**config.mk**
```make
export PLATFORM = sky130hd
export DESIGN_NAME = wildcard_byte_signature_scan
export DESIGN_NICKNAME = d
export VERILOG_FILES = /design/src/sv/wsc_pkg.sv /design/src/sv/wsc_ram.sv /design/src/sv/wsc_cell.sv /design/src/sv/wildcard_byte_signature_scan.sv
export SDC_FILE = /design/constraint.sdc
export NUM_CORES = 2
export LEC_CHECK = 0
export BUFFER_PORTS_ARGS = -buffer_cell sky130_fd_sc_hd__buf_4
export CORE_UTILIZATION = 30
export CTS_CLUSTER_DIAMETER = 80
export DETAILED_ROUTE_END_ITERATION = 12
export SETUP_SLACK_MARGIN = 0.15
export SYNTH_ARGS = -nofsm -noshare
export SYNTH_HDL_FRONTEND = slang
export SYNTH_HIERARCHICAL = 1
export SYNTH_SLANG_ARGS = --single-unit
export TNS_END_PERCENT = 20
```
**constraint.sdc**
```tcl
create_clock -name clk_i -period 21 [get_ports clk_i]
set_input_delay 3.15 -clock clk_i [delete_from_list [all_inputs] [get_ports clk_i]]
set_output_delay 3.15 -clock clk_i [all_outputs]
set_load 0.01 [all_outputs]
```
**src/sv/wsc_pkg.sv**
```systemverilog
package wsc_pkg;

  // Default number of signature cells.
  localparam int unsigned PATTERN_MAX_DEF = 64;

  // Fixed field widths.
  localparam int unsigned BYTE_W    = 8;
  localparam int unsigned IDX_W     = 6;
  localparam int unsigned LEN_REG_W = 7;
  localparam int unsigned ADDR_W    = 32;

  // Stream and register port widths.
  localparam int unsigned S_TDATA_W = 16;
  localparam int unsigned M_TDATA_W = 32;
  localparam int unsigned PADDR_W   = 3;
  localparam int unsigned PDATA_W   = 32;

  // Positions inside the slave-side tdata.
  localparam int unsigned CARE_POS = BYTE_W;
  localparam int unsigned IDX_LSB  = BYTE_W + 1;

  // Beat kinds carried on the slave-side tuser.
  localparam logic KIND_LOAD = 1'b0;
  localparam logic KIND_SCAN = 1'b1;

  // Register indexes, taken from paddr[2].
  localparam logic REG_REGION_START   = 1'b0;
  localparam logic REG_PATTERN_LENGTH = 1'b1;

  // One signature entry: care bit above the byte.
  typedef struct packed {
    logic              care;
    logic [BYTE_W-1:0] value;
  } pat_entry_t;

endpackage

```
**src/sv/wsc_ram.sv**
```systemverilog
module wsc_ram #(
  parameter int unsigned Width = 8,
  parameter int unsigned Depth = 64,
  parameter int unsigned AddrW = (Depth > 1) ? $clog2(Depth) : 1
) (
  input  logic             clk_i,
  input  logic             we_i,
  input  logic [AddrW-1:0] waddr_i,
  input  logic [Width-1:0] wdata_i,
  input  logic [AddrW-1:0] raddr_i,
  output logic [Width-1:0] rdata_o
);

  logic [Width-1:0] mem_q [Depth];
  logic [Width-1:0] rdata_q;

  always_ff @(posedge clk_i) begin
    if (we_i) begin
      mem_q[waddr_i] <= wdata_i;
    end
    rdata_q <= mem_q[raddr_i];
  end

  assign rdata_o = rdata_q;

endmodule

```
**src/sv/wsc_cell.sv**
```systemverilog
module wsc_cell (
  input  logic                       clk_i,
  input  logic                       shift_i,
  input  logic [wsc_pkg::BYTE_W-1:0] byte_i,
  input  logic                       pat_we_i,
  input  wsc_pkg::pat_entry_t        pat_i,
  output logic [wsc_pkg::BYTE_W-1:0] byte_o,
  output logic                       hit_o
);
  import wsc_pkg::*;

  logic [BYTE_W-1:0] byte_q;
  pat_entry_t        pat_q;
  logic              hit_q;

  // The compare is taken on the byte entering the cell, so the hit flag
  // always describes the window as it stands after the shift.
  always_ff @(posedge clk_i) begin
    if (shift_i) begin
      byte_q <= byte_i;
      hit_q  <= !pat_q.care || (byte_i == pat_q.value);
    end
    if (pat_we_i) begin
      pat_q <= pat_i;
    end
  end

  assign byte_o = byte_q;
  assign hit_o  = hit_q;

endmodule

```
**src/sv/wildcard_byte_signature_scan.sv**
```systemverilog
// A scan beat is registered in the cell row and first stage, its result beat in the output register.
// The slave side takes one beat per cycle, loads and region bytes alike, while no sweep runs and
// the master side does not hold it back. A pattern_length write starts a realignment sweep through
// the signature memory, during which s_axis_tready is low. Reset is asynchronous, active low:
// it clears the control state, region_start to zero and pattern_length to one; pattern bytes
// stay undefined until loaded.
module wildcard_byte_signature_scan #(
  parameter int unsigned PatternMax = wsc_pkg::PATTERN_MAX_DEF
) (
  input  logic                          clk_i,
  input  logic                          rst_ni,
  // Slave side
  input  logic                          s_axis_tvalid,
  output logic                          s_axis_tready,
  // [7:0] byte_value, [8] care, [14:9] pattern_index, [15] zero fill
  input  logic [wsc_pkg::S_TDATA_W-1:0] s_axis_tdata,
  // [0] kind
  input  logic [0:0]                    s_axis_tuser,
  input  logic                          s_axis_tlast,
  // Master side
  output logic                          m_axis_tvalid,
  input  logic                          m_axis_tready,
  // [31:0] match_address
  output logic [wsc_pkg::M_TDATA_W-1:0] m_axis_tdata,
  // [0] found
  output logic [0:0]                    m_axis_tuser,
  // Register port
  input  logic                          psel,
  input  logic                          penable,
  input  logic                          pwrite,
  input  logic [wsc_pkg::PADDR_W-1:0]   paddr,
  input  logic [wsc_pkg::PDATA_W-1:0]   pwdata,
  output logic [wsc_pkg::PDATA_W-1:0]   prdata,
  output logic                          pready
);
  import wsc_pkg::*;

  localparam int unsigned IdxW = (PatternMax > 1) ? $clog2(PatternMax) : 1;
  localparam int unsigned LenW = $clog2(PatternMax + 1);

  // ---------------------------------------------------------------------------
  // Configuration registers. The effective length (clamped into 1..PatternMax)
  // and its value minus one are kept alongside the raw value that reads back.
  // ---------------------------------------------------------------------------
  logic                 cfg_we;
  logic [ADDR_W-1:0]    region_start_q;
  logic [LEN_REG_W-1:0] len_raw_q, len_raw_w;
  logic [LenW-1:0]      len_q, len_new;
  logic [IdxW-1:0]      lm1_q;
  logic                 len_write;

  assign pready    = 1'b1;
  assign cfg_we    = psel && penable && pwrite && pready;
  assign len_raw_w = pwdata[LEN_REG_W-1:0];
  assign len_write = cfg_we && (paddr[2] == REG_PATTERN_LENGTH);

  always_comb begin
    if (len_raw_w == '0) begin
      len_new = LenW'(1);
    end else if (32'(len_raw_w) > 32'(PatternMax)) begin
      len_new = LenW'(PatternMax);
    end else begin
      len_new = LenW'(len_raw_w);
    end
  end

  always_ff @(posedge clk_i or negedge rst_ni) begin
    if (!rst_ni) begin
      region_start_q <= '0;
      len_raw_q      <= LEN_REG_W'(1);
      len_q          <= LenW'(1);
      lm1_q          <= '0;
    end else if (cfg_we) begin
      unique case (paddr[2])
        REG_REGION_START: begin
          region_start_q <= pwdata[ADDR_W-1:0];
        end
        REG_PATTERN_LENGTH: begin
          len_raw_q <= len_raw_w;
          len_q     <= len_new;
          lm1_q     <= IdxW'(len_new - LenW'(1));
        end
        default: begin
        end
      endcase
    end
  end

  always_comb begin
    unique case (paddr[2])
      REG_REGION_START:   prdata = region_start_q;
      REG_PATTERN_LENGTH: prdata = PDATA_W'(len_raw_q);
      default:            prdata = '0;
    endcase
  end

  // ---------------------------------------------------------------------------
  // Signature storage. The memory keeps every loaded entry by its index. Cell j
  // holds signature entry (length - 1 - j), so that it lines up with the window
  // byte of age j. A new length therefore needs the cells refilled: the sweep
  // reads the memory one entry a cycle and writes each into its new cell.
  // ---------------------------------------------------------------------------
  logic            sweep_busy_q, rd_pend_q;
  logic [LenW-1:0] sweep_cnt_q;
  logic [IdxW-1:0] rd_idx_q;
  pat_entry_t      ram_rdata;

  always_ff @(posedge clk_i or negedge rst_ni) begin
    if (!rst_ni) begin
      sweep_busy_q <= 1'b0;
      sweep_cnt_q  <= '0;
      rd_pend_q    <= 1'b0;
      rd_idx_q     <= '0;
    end else if (len_write) begin
      sweep_busy_q <= 1'b1;
      sweep_cnt_q  <= '0;
      rd_pend_q    <= 1'b0;
    end else if (sweep_busy_q) begin
      rd_pend_q   <= 1'b1;
      rd_idx_q    <= IdxW'(sweep_cnt_q);
      sweep_cnt_q <= sweep_cnt_q + LenW'(1);
      if (sweep_cnt_q == len_q - LenW'(1)) begin
        sweep_busy_q <= 1'b0;
      end
    end else begin
      rd_pend_q <= 1'b0;
    end
  end

  // ---------------------------------------------------------------------------
  // Slave-side handshake and beat decode.
  // ---------------------------------------------------------------------------
  logic             accept, is_scan, s2_valid_q, out_valid_q, out_free;
  logic [IDX_W-1:0] ld_idx;
  logic             ld_ok, ld_cell;
  pat_entry_t       ld_entry;

  assign out_free      = !out_valid_q || m_axis_tready;
  assign s_axis_tready = !sweep_busy_q && !rd_pend_q && (!s2_valid_q || out_free);
  assign accept        = s_axis_tvalid && s_axis_tready;
  assign is_scan       = (s_axis_tuser[0] == KIND_SCAN);

  assign ld_idx         = s_axis_tdata[IDX_LSB +: IDX_W];
  assign ld_entry.care  = s_axis_tdata[CARE_POS];
  assign ld_entry.value = s_axis_tdata[BYTE_W-1:0];
  assign ld_ok          = accept && !is_scan && (32'(ld_idx) < 32'(PatternMax));
  assign ld_cell        = ld_ok && (32'(ld_idx) < 32'(len_q));

  wsc_ram #(
    .Width ($bits(pat_entry_t)),
    .Depth (PatternMax)
  ) u_pat_ram (
    .clk_i   (clk_i),
    .we_i    (ld_ok),
    .waddr_i (IdxW'(ld_idx)),
    .wdata_i (ld_entry),
    .raddr_i (IdxW'(sweep_cnt_q)),
    .rdata_o (ram_rdata)
  );

  // One cell write port, shared by loads and the sweep (never both at once).
  logic            cell_we;
  logic [IdxW-1:0] cell_slot;
  pat_entry_t      cell_wdata;

  always_comb begin
    if (rd_pend_q) begin
      cell_we    = 1'b1;
      cell_slot  = lm1_q - rd_idx_q;
      cell_wdata = ram_rdata;
    end else begin
      cell_we    = ld_cell;
      cell_slot  = lm1_q - IdxW'(ld_idx);
      cell_wdata = ld_entry;
    end
  end

  // ---------------------------------------------------------------------------
  // Region position tracking, first stage. Fill count saturates at PatternMax;
  // a window is only judged once it holds as many region bytes as the length.
  // ---------------------------------------------------------------------------
  logic              shift;
  logic [LenW-1:0]   fill_q, fill_new;
  logic [ADDR_W-1:0] offset_q;
  logic              s2_fill_ok_q, s2_last_q;
  logic [ADDR_W-1:0] s2_start_q;

  assign shift    = accept && is_scan;
  assign fill_new = (fill_q == LenW'(PatternMax)) ? fill_q : fill_q + LenW'(1);

  always_ff @(posedge clk_i or negedge rst_ni) begin
    if (!rst_ni) begin
      fill_q   <= '0;
      offset_q <= '0;
    end else if (shift) begin
      if (s_axis_tlast) begin
        fill_q   <= '0;
        offset_q <= '0;
      end else begin
        fill_q   <= fill_new;
        offset_q <= offset_q + ADDR_W'(1);
      end
    end
  end

  always_ff @(posedge clk_i) begin
    if (shift) begin
      s2_fill_ok_q <= (fill_new >= len_q);
      s2_last_q    <= s_axis_tlast;
      s2_start_q   <= offset_q + ADDR_W'(1) - ADDR_W'(len_q);
    end
  end

  // ---------------------------------------------------------------------------
  // The cell row: the window shifts one cell along per region byte, and each
  // cell registers its own compare.
  // ---------------------------------------------------------------------------
  logic [BYTE_W-1:0]     win_byte [PatternMax];
  logic [PatternMax-1:0] hit, in_use;

  for (genvar j = 0; j < PatternMax; j++) begin : g_cell
    logic [BYTE_W-1:0] byte_in;
    if (j == 0) begin : g_head
      assign byte_in = s_axis_tdata[BYTE_W-1:0];
    end else begin : g_link
      assign byte_in = win_byte[j-1];
    end
    assign in_use[j] = (32'(j) < 32'(len_q));

    wsc_cell u_cell (
      .clk_i    (clk_i),
      .shift_i  (shift),
      .byte_i   (byte_in),
      .pat_we_i (cell_we && (cell_slot == IdxW'(j))),
      .pat_i    (cell_wdata),
      .byte_o   (win_byte[j]),
      .hit_o    (hit[j])
    );
  end

  // ---------------------------------------------------------------------------
  // Second stage: combine the cell hits and decide the result beat. Only the
  // first match of a region reports; the final byte reports not found when no
  // match came before it or on it, and ends the region.
  // ---------------------------------------------------------------------------
  logic              seen_q, all_hit, match_now, give_result, s2_go;
  logic              out_found_q;
  logic [ADDR_W-1:0] out_addr_q;

  assign all_hit     = &(hit | ~in_use);
  assign match_now   = s2_valid_q && !seen_q && s2_fill_ok_q && all_hit;
  assign give_result = match_now || (s2_valid_q && s2_last_q && !seen_q);
  assign s2_go       = s2_valid_q && out_free;

  always_ff @(posedge clk_i or negedge rst_ni) begin
    if (!rst_ni) begin
      s2_valid_q  <= 1'b0;
      seen_q      <= 1'b0;
      out_valid_q <= 1'b0;
    end else begin
      if (shift) begin
        s2_valid_q <= 1'b1;
      end else if (s2_go) begin
        s2_valid_q <= 1'b0;
      end

      if (s2_go) begin
        seen_q <= s2_last_q ? 1'b0 : (seen_q || match_now);
      end

      if (s2_go && give_result) begin
        out_valid_q <= 1'b1;
      end else if (m_axis_tready) begin
        out_valid_q <= 1'b0;
      end
    end
  end

  always_ff @(posedge clk_i) begin
    if (s2_go && give_result) begin
      out_found_q <= match_now;
      out_addr_q  <= match_now ? (region_start_q + s2_start_q) : '0;
    end
  end

  assign m_axis_tvalid   = out_valid_q;
  assign m_axis_tdata    = out_addr_q;
  assign m_axis_tuser[0] = out_found_q;

`ifndef NO_ASSERTIONS
  // No beat may enter while the cells are being realigned.
  a_sweep_blocks_input: assert property (@(posedge clk_i) disable iff (!rst_ni)
    (sweep_busy_q || rd_pend_q) |-> !s_axis_tready)
    else $error("input accepted during signature realignment");

  // A not-found beat always carries a zero address.
  a_not_found_zero: assert property (@(posedge clk_i) disable iff (!rst_ni)
    (m_axis_tvalid && !m_axis_tuser[0]) |-> (m_axis_tdata == '0))
    else $error("not-found beat with non-zero address");

  // The fill count never passes the number of cells.
  a_fill_bound: assert property (@(posedge clk_i) disable iff (!rst_ni)
    32'(fill_q) <= 32'(PatternMax))
    else $error("fill count beyond cell count");

  // The end of a region leaves no match recorded for the next one.
  a_region_end_clears: assert property (@(posedge clk_i) disable iff (!rst_ni)
    (s2_go && s2_last_q) |=> !seen_q)
    else $error("match flag survived the end of a region");

  // A region byte consumed at the second stage that matches must give a beat.
  a_match_gives_beat: assert property (@(posedge clk_i) disable iff (!rst_ni)
    (s2_go && match_now) |=> (m_axis_tvalid && m_axis_tuser[0]))
    else $error("match found but no result beat");
`endif

endmodule
```
---- After elaboration in Yosys (flattened, before gate mapping) ----
Memory sizes are Yosys's and may differ from the RTL's. A register that Yosys moved wholly into a read port is not among the register bits.
Cells that the tools add are included.
operators by class
  add/subtract/negate cells ............... 9
  $lt $le $gt $ge ......................... 67
  equal/unequal tests ..................... 129
  muxes and demuxes ....................... 23
  bitwise logic cells ..................... 4
  reduce and logical (&&, ||, !) cells .... 227
operators by type and width
  cell                   count
  $eq 8x8->1             64
  $lt 6x7->1 const A     32
  $eq 6x6->1 const B     32
  $lt 5x7->1 const A     16
  $eq 6x5->1 const B     16
  $logic_and 1x1->1      80
  $logic_not 1->1        70
  $logic_or 1x1->1       68
  $not 64->64            1
  $or 64x64->64          1
  $pmux 32 s2            1
  $reduce_and 64->1      1
  $lt 4x7->1 const A     8
  $eq 6x4->1 const B     8
  $mux 7                 6
  $add 32x1->32 const B  1
  $add 32x32->32         1
  $mux 32                1
  $sub 32x7->32          1
  $lt 3x7->1 const A     4
  $eq 6x3->1 const B     4
  $add 7x1->7 const B    2
  $lt 1x7->1 const A     2
  $lt 2x7->1 const A     2
  other kinds (18)       37
storage, ports and cells
  flip-flop bits (word level) ............. 1320
  bits in writable memories ............... 576
  output and inout port bits .............. 68
  memories ................................ 1
memory list
  memory           depth  width  rd ports  clocked after Yosys merged registers in  write ports  RTL line       source
  u_pat_ram.mem_q  64     9      1         1                                        1            wsc_ram.sv:14  logic [Width-1:0] mem_q [Depth];

---- Longest topological paths before layout ----
  word-level depth ........................ 9
  gate-level depth with buffers ........... 15
  gate-level depth less buffers ........... 15

---- Cells and area by module ----
Netlist, hierarchy kept.
by module, submodules not included
  module                        instances  cells each  area each (µm²)
  wsc_cell                      64         29          628.1
  wsc_ram                       1          1020        22594.2
  wildcard_byte_signature_scan  1          1397        12269.3

---- Worst setup path before layout ----
Ideal clock, no wire load.
  path type ............................... input to register
  start point ............................. in m_axis_tready
  end point ............................... reg fill_q[0]
  library setup time ...................... 0.872 ns
  arrival time ............................ 21.036 ns
  path slack .............................. -0.908 ns
  cell stages on the path ................. 6
  cells stage by stage .................... nor2b_1 a211oi_1 nand3_1 inv_1 buf_1 o21ai_0
on the way
  word-level cells in the longest chain between the ends .. 5
ends and longest elaborated chain
  element                 RTL line                             source
  start: declaration      wildcard_byte_signature_scan.sv:22   input logic m_axis_tready,
  $logic_or 1x1->1        wildcard_byte_signature_scan.sv:138  assign out_free = !out_valid_q || m_axis_tready;
  $logic_or 1x1->1        wildcard_byte_signature_scan.sv:139  assign s_axis_tready = !sweep_busy_q && !rd_pend_q && (!s2_valid_q || out_free);
  $logic_and 1x1->1       wildcard_byte_signature_scan.sv:139
  net s_axis_tready       wildcard_byte_signature_scan.sv:14   output logic s_axis_tready,
  $logic_and 1x1->1       wildcard_byte_signature_scan.sv:140  assign accept = s_axis_tvalid && s_axis_tready;
  $logic_and 1x1->1       wildcard_byte_signature_scan.sv:188  assign shift = accept && is_scan;
  net shift               wildcard_byte_signature_scan.sv:182  logic shift;
  end signal: assignment  wildcard_byte_signature_scan.sv:200  fill_q <= fill_new;
  end: declaration        wildcard_byte_signature_scan.sv:183  logic [LenW-1:0] fill_q, fill_new;
The timed path passes the listed nets, and every way through them passes these cells.
A chain may end at the register's enable or synchronous reset.

---- Worst setup path in the final report ----
  start point ............................. in m_axis_tready
  end point ............................... out s_axis_tready
on the way
  word-level cells in the longest chain between the ends .. 3
ends and longest elaborated chain
  element            RTL line
  $logic_or 1x1->1   wildcard_byte_signature_scan.sv:138
  $logic_or 1x1->1   wildcard_byte_signature_scan.sv:139
  $logic_and 1x1->1  wildcard_byte_signature_scan.sv:139
  end: declaration   wildcard_byte_signature_scan.sv:14
No other way between the ends.

==> results <==
- The run finished with clean final reports.
- Adding up every negative setup slack in the final design gives 0 ps.
- In this run the static leakage power is 27.2 nW.
- CTS saw 1,905 sinks.
- The global-route wire length before repair is 252,000 um.
- The final critical delay including setup and external delays is 7740 ps.
- The maximum fanout along the worst path is 4.
- The top cell types in the final layout, fill and taps aside, are sky130_fd_sc_hd__edfxtp_1 (1,787), sky130_fd_sc_hd__xnor2_1 (572), sky130_fd_sc_hd__nor2_1 (247).
- The tightest hold path in the finished design has a slack of 408 ps.
- For this run, the top clock speed supported by timing is 0.129 GHz.
- The overall overflow remaining after global route is 0.
- The actual transition at the worst max-transition pin is 1090 ps.
- The number of iterations in the first detailed-routing pass is 5.
- The final-report max-slew violation count is 0.
- The area added between synthesis and finish is 15.2%.
- The kind of capture point of the worst setup path is a primary output.
- The DRC marker count from the first detailed-route iteration is 3,229.
- The post-route antenna net violation count is 0.
- The minimum setup slack after placement is 12,350 ps.
- At the end of the flow the core is filled with cells to 34.9%.
- The number of nets handed over by synthesis was 4,390.
- The power density of the placed cells is 121 nW/um^2.
- The peak supply drop is 84.2 uV.
- In this run the post-CTS setup repair buffer count came out at 0.
- The mean instance size in the synthesized netlist is 17.5 sq um.
- After synthesis the cells add up to 74,800 sq um.
- The final hold violation count came to 0.
- For this run, design rule violations remaining after detail routing come to 0.
- The clock tree synthesis step divided the H-tree into 4 levels.
- The clock passes through at most 3 buffers.
- The most common cell after layout, fill and taps aside is sky130_fd_sc_hd__edfxtp_1.
- The startpoint class of the critical path is an input pin.
- Port buffering added 123 buffers.
- After clock tree synthesis, the clock-pin slew on the worst setup and hold paths is 60 ps.
- The TritonCTS clock tree is done.
- The reg-to-reg endpoint is g_cell[35].u_cell/byte_o[7]$_DFFE_PP_.
- The source of the worst register-to-register timing path is m_axis_tvalid$_DFFE_PN0P_.
- The data arrival at the endpoint of the critical path is 4590 ps.
- The ratio of routed vias to standard cells is 4.74.
- Post-CTS repair changed the size of 0 cells.
- TritonCTS created 190 clock buffers.
- Setup repair after global routing left no endpoint under its margin.
- The clock arrives with 69.1 ps of skew.
- The worst hold path begins at g_cell[12].u_cell/byte_o[0]$_DFFE_PP_.
- Cells with a size suffix above 1 make up 14.5% of the layout.
- Of the available clock period, the critical path in the final layout requires 36.9%.
- The worst setup path is of the in2out kind.
- The area of the die is 251,000 sq um.
- The global placement routability congestion is 0.823.
- The tree is rooted in a sky130_fd_sc_hd__clkbuf_16.
- The total wire length is 171,000 um.
- The number of nets in the finished design is 4,628.
- The maximum number of pins on one net before global-route repair is 131.
- The final worst slack is 13,260 ps.
- The number of antenna violations at the first check in global routing was 15.
- The worst hold path was traced through 0 stages.
- The clock reaches the later pin of the worst-skew pair after 870 ps.
- The path category of the worst min-delay check is reg2reg.
- The count of cells along the worst register-to-register path is 8.
- Data on the critical path is required at its endpoint by 17,850 ps.
- For this configuration, the core starts out at a cell density of 30.3%.
- The global-route total usage across every layer is 13.4%.
- The floorplan has 182 rows.
- The core region is 247,000 sq um.
- The vertical die dimension is 501 um.
- The per-cell routed wire length is 21.4 um.
- The worst hold path terminates at g_cell[13].u_cell/byte_o[0]$_DFFE_PP_.
- The hold buffer count at CTS is 0.
- The width of the chip is 501 um.
- The tool flagged a number of max-cap violations equal to 0.
- Measured against its own limit, the worst slew margin works out to 27.2%.
- The number of warnings printed during yosys synthesis is 6.
- The register-to-register setup slack is 15,130 ps.
- The setup violation total in the final timing report is 0.
- The number of filler instances in the final layout is 23,200.
- The via count is 37,800.
- The total I/O pin count is 128.
- The via count of the first global-routing pass was 38,200.
- Synthesis produced a netlist whose cell count is 4,265.
- Summed over all nets, the half-perimeter wirelength after detailed placement is 106,000 um.
[worst max-delay path by stage]
stage	startpoint	endpoint	slack [ps]	depth (start not counted)
5_1_grt	m_axis_tready	g_cell[35].u_cell/byte_o[3]$_DFFE_PP_	13060	9
6_report	m_axis_tready	s_axis_tready	13260	4
3_5_place_dp	m_axis_tready	g_cell[33].u_cell/byte_o[1]$_DFFE_PP_	12350	9
3_3_place_gp	m_axis_tready	g_cell[33].u_cell/byte_o[0]$_DFFE_PP_	12470	9
2_1_floorplan	m_axis_tready	fill_q[0]$_DFFE_PN0P_	1320	6
4_1_cts	m_axis_tready	s_axis_tready	13060	4
[state kept, by name, summed over array words and instances (netlist names)]
signal and count:
s2_start_q 32, sweep_busy_q 1, seen_q 1, g_cell.u_cell/hit_o 64
s2_fill_ok_q 1, lm1_q 6, offset_q 32, g_cell.u_cell/byte_o 504
region_start_q 32, m_axis_tuser 1, sweep_cnt_q 7, len_q 7
s2_last_q 1, rd_pend_q 1, rd_idx_q 6, fill_q 7
u_pat_ram/mem_q 576, u_pat_ram/rdata_o 9, len_raw_q 7, s2_valid_q 1
m_axis_tvalid 1, m_axis_tdata 32, g_cell.u_cell/pat_q 576
[worst max-delay path: stages]
cell and delay [ps]:
sky130_fd_sc_hd__buf_4 110, sky130_fd_sc_hd__nor2b_1 690, sky130_fd_sc_hd__a211oi_2 380, sky130_fd_sc_hd__buf_4 250
[report_power, final]
part           switching [mW]  internal (mW)
clock network            1.47           1.98
registers               0.189           4.67
logic                    1.42          0.707
[cell type report]
| type | count | area (sq um) | area share, % |
|---|---|---|---|
| repair buffers | 172 | 1300 | 1.51 |
| flip-flops and latches | 1905 | 56600 | 65.7 |
| clock inverters | 128 | 1430 | 1.66 |
| well taps | 3312 | 4140 | 4.81 |
| inverters | 38 | 150 | 0.174 |
| clock buffers | 230 | 5020 | 5.82 |
| diodes | 6 | 15.0 | 0.0174 |
| multi-input cells | 2196 | 17500 | 20.3 |
[per-stage QoR]
stage	std cells	area, sq um	total power [mW]
finish	7987	86200	10.4
global route	7986	86200	10.8
CTS	7981	86200	10.5
detailed placement	7623	79700	7.09
global placement	7623	79700	7.06
floorplan	4265	74800	6.20
[metal layers]
layer,routed length [um],track usage (%),vias to the layer above
li1,-,-,16900
met1,75300,18.1,19600
met2,81400,21.9,1109
met3,9020,2.19,242
met4,5080,4.75,0
met5,0,0,-
(Power assumes the default switching activity.)
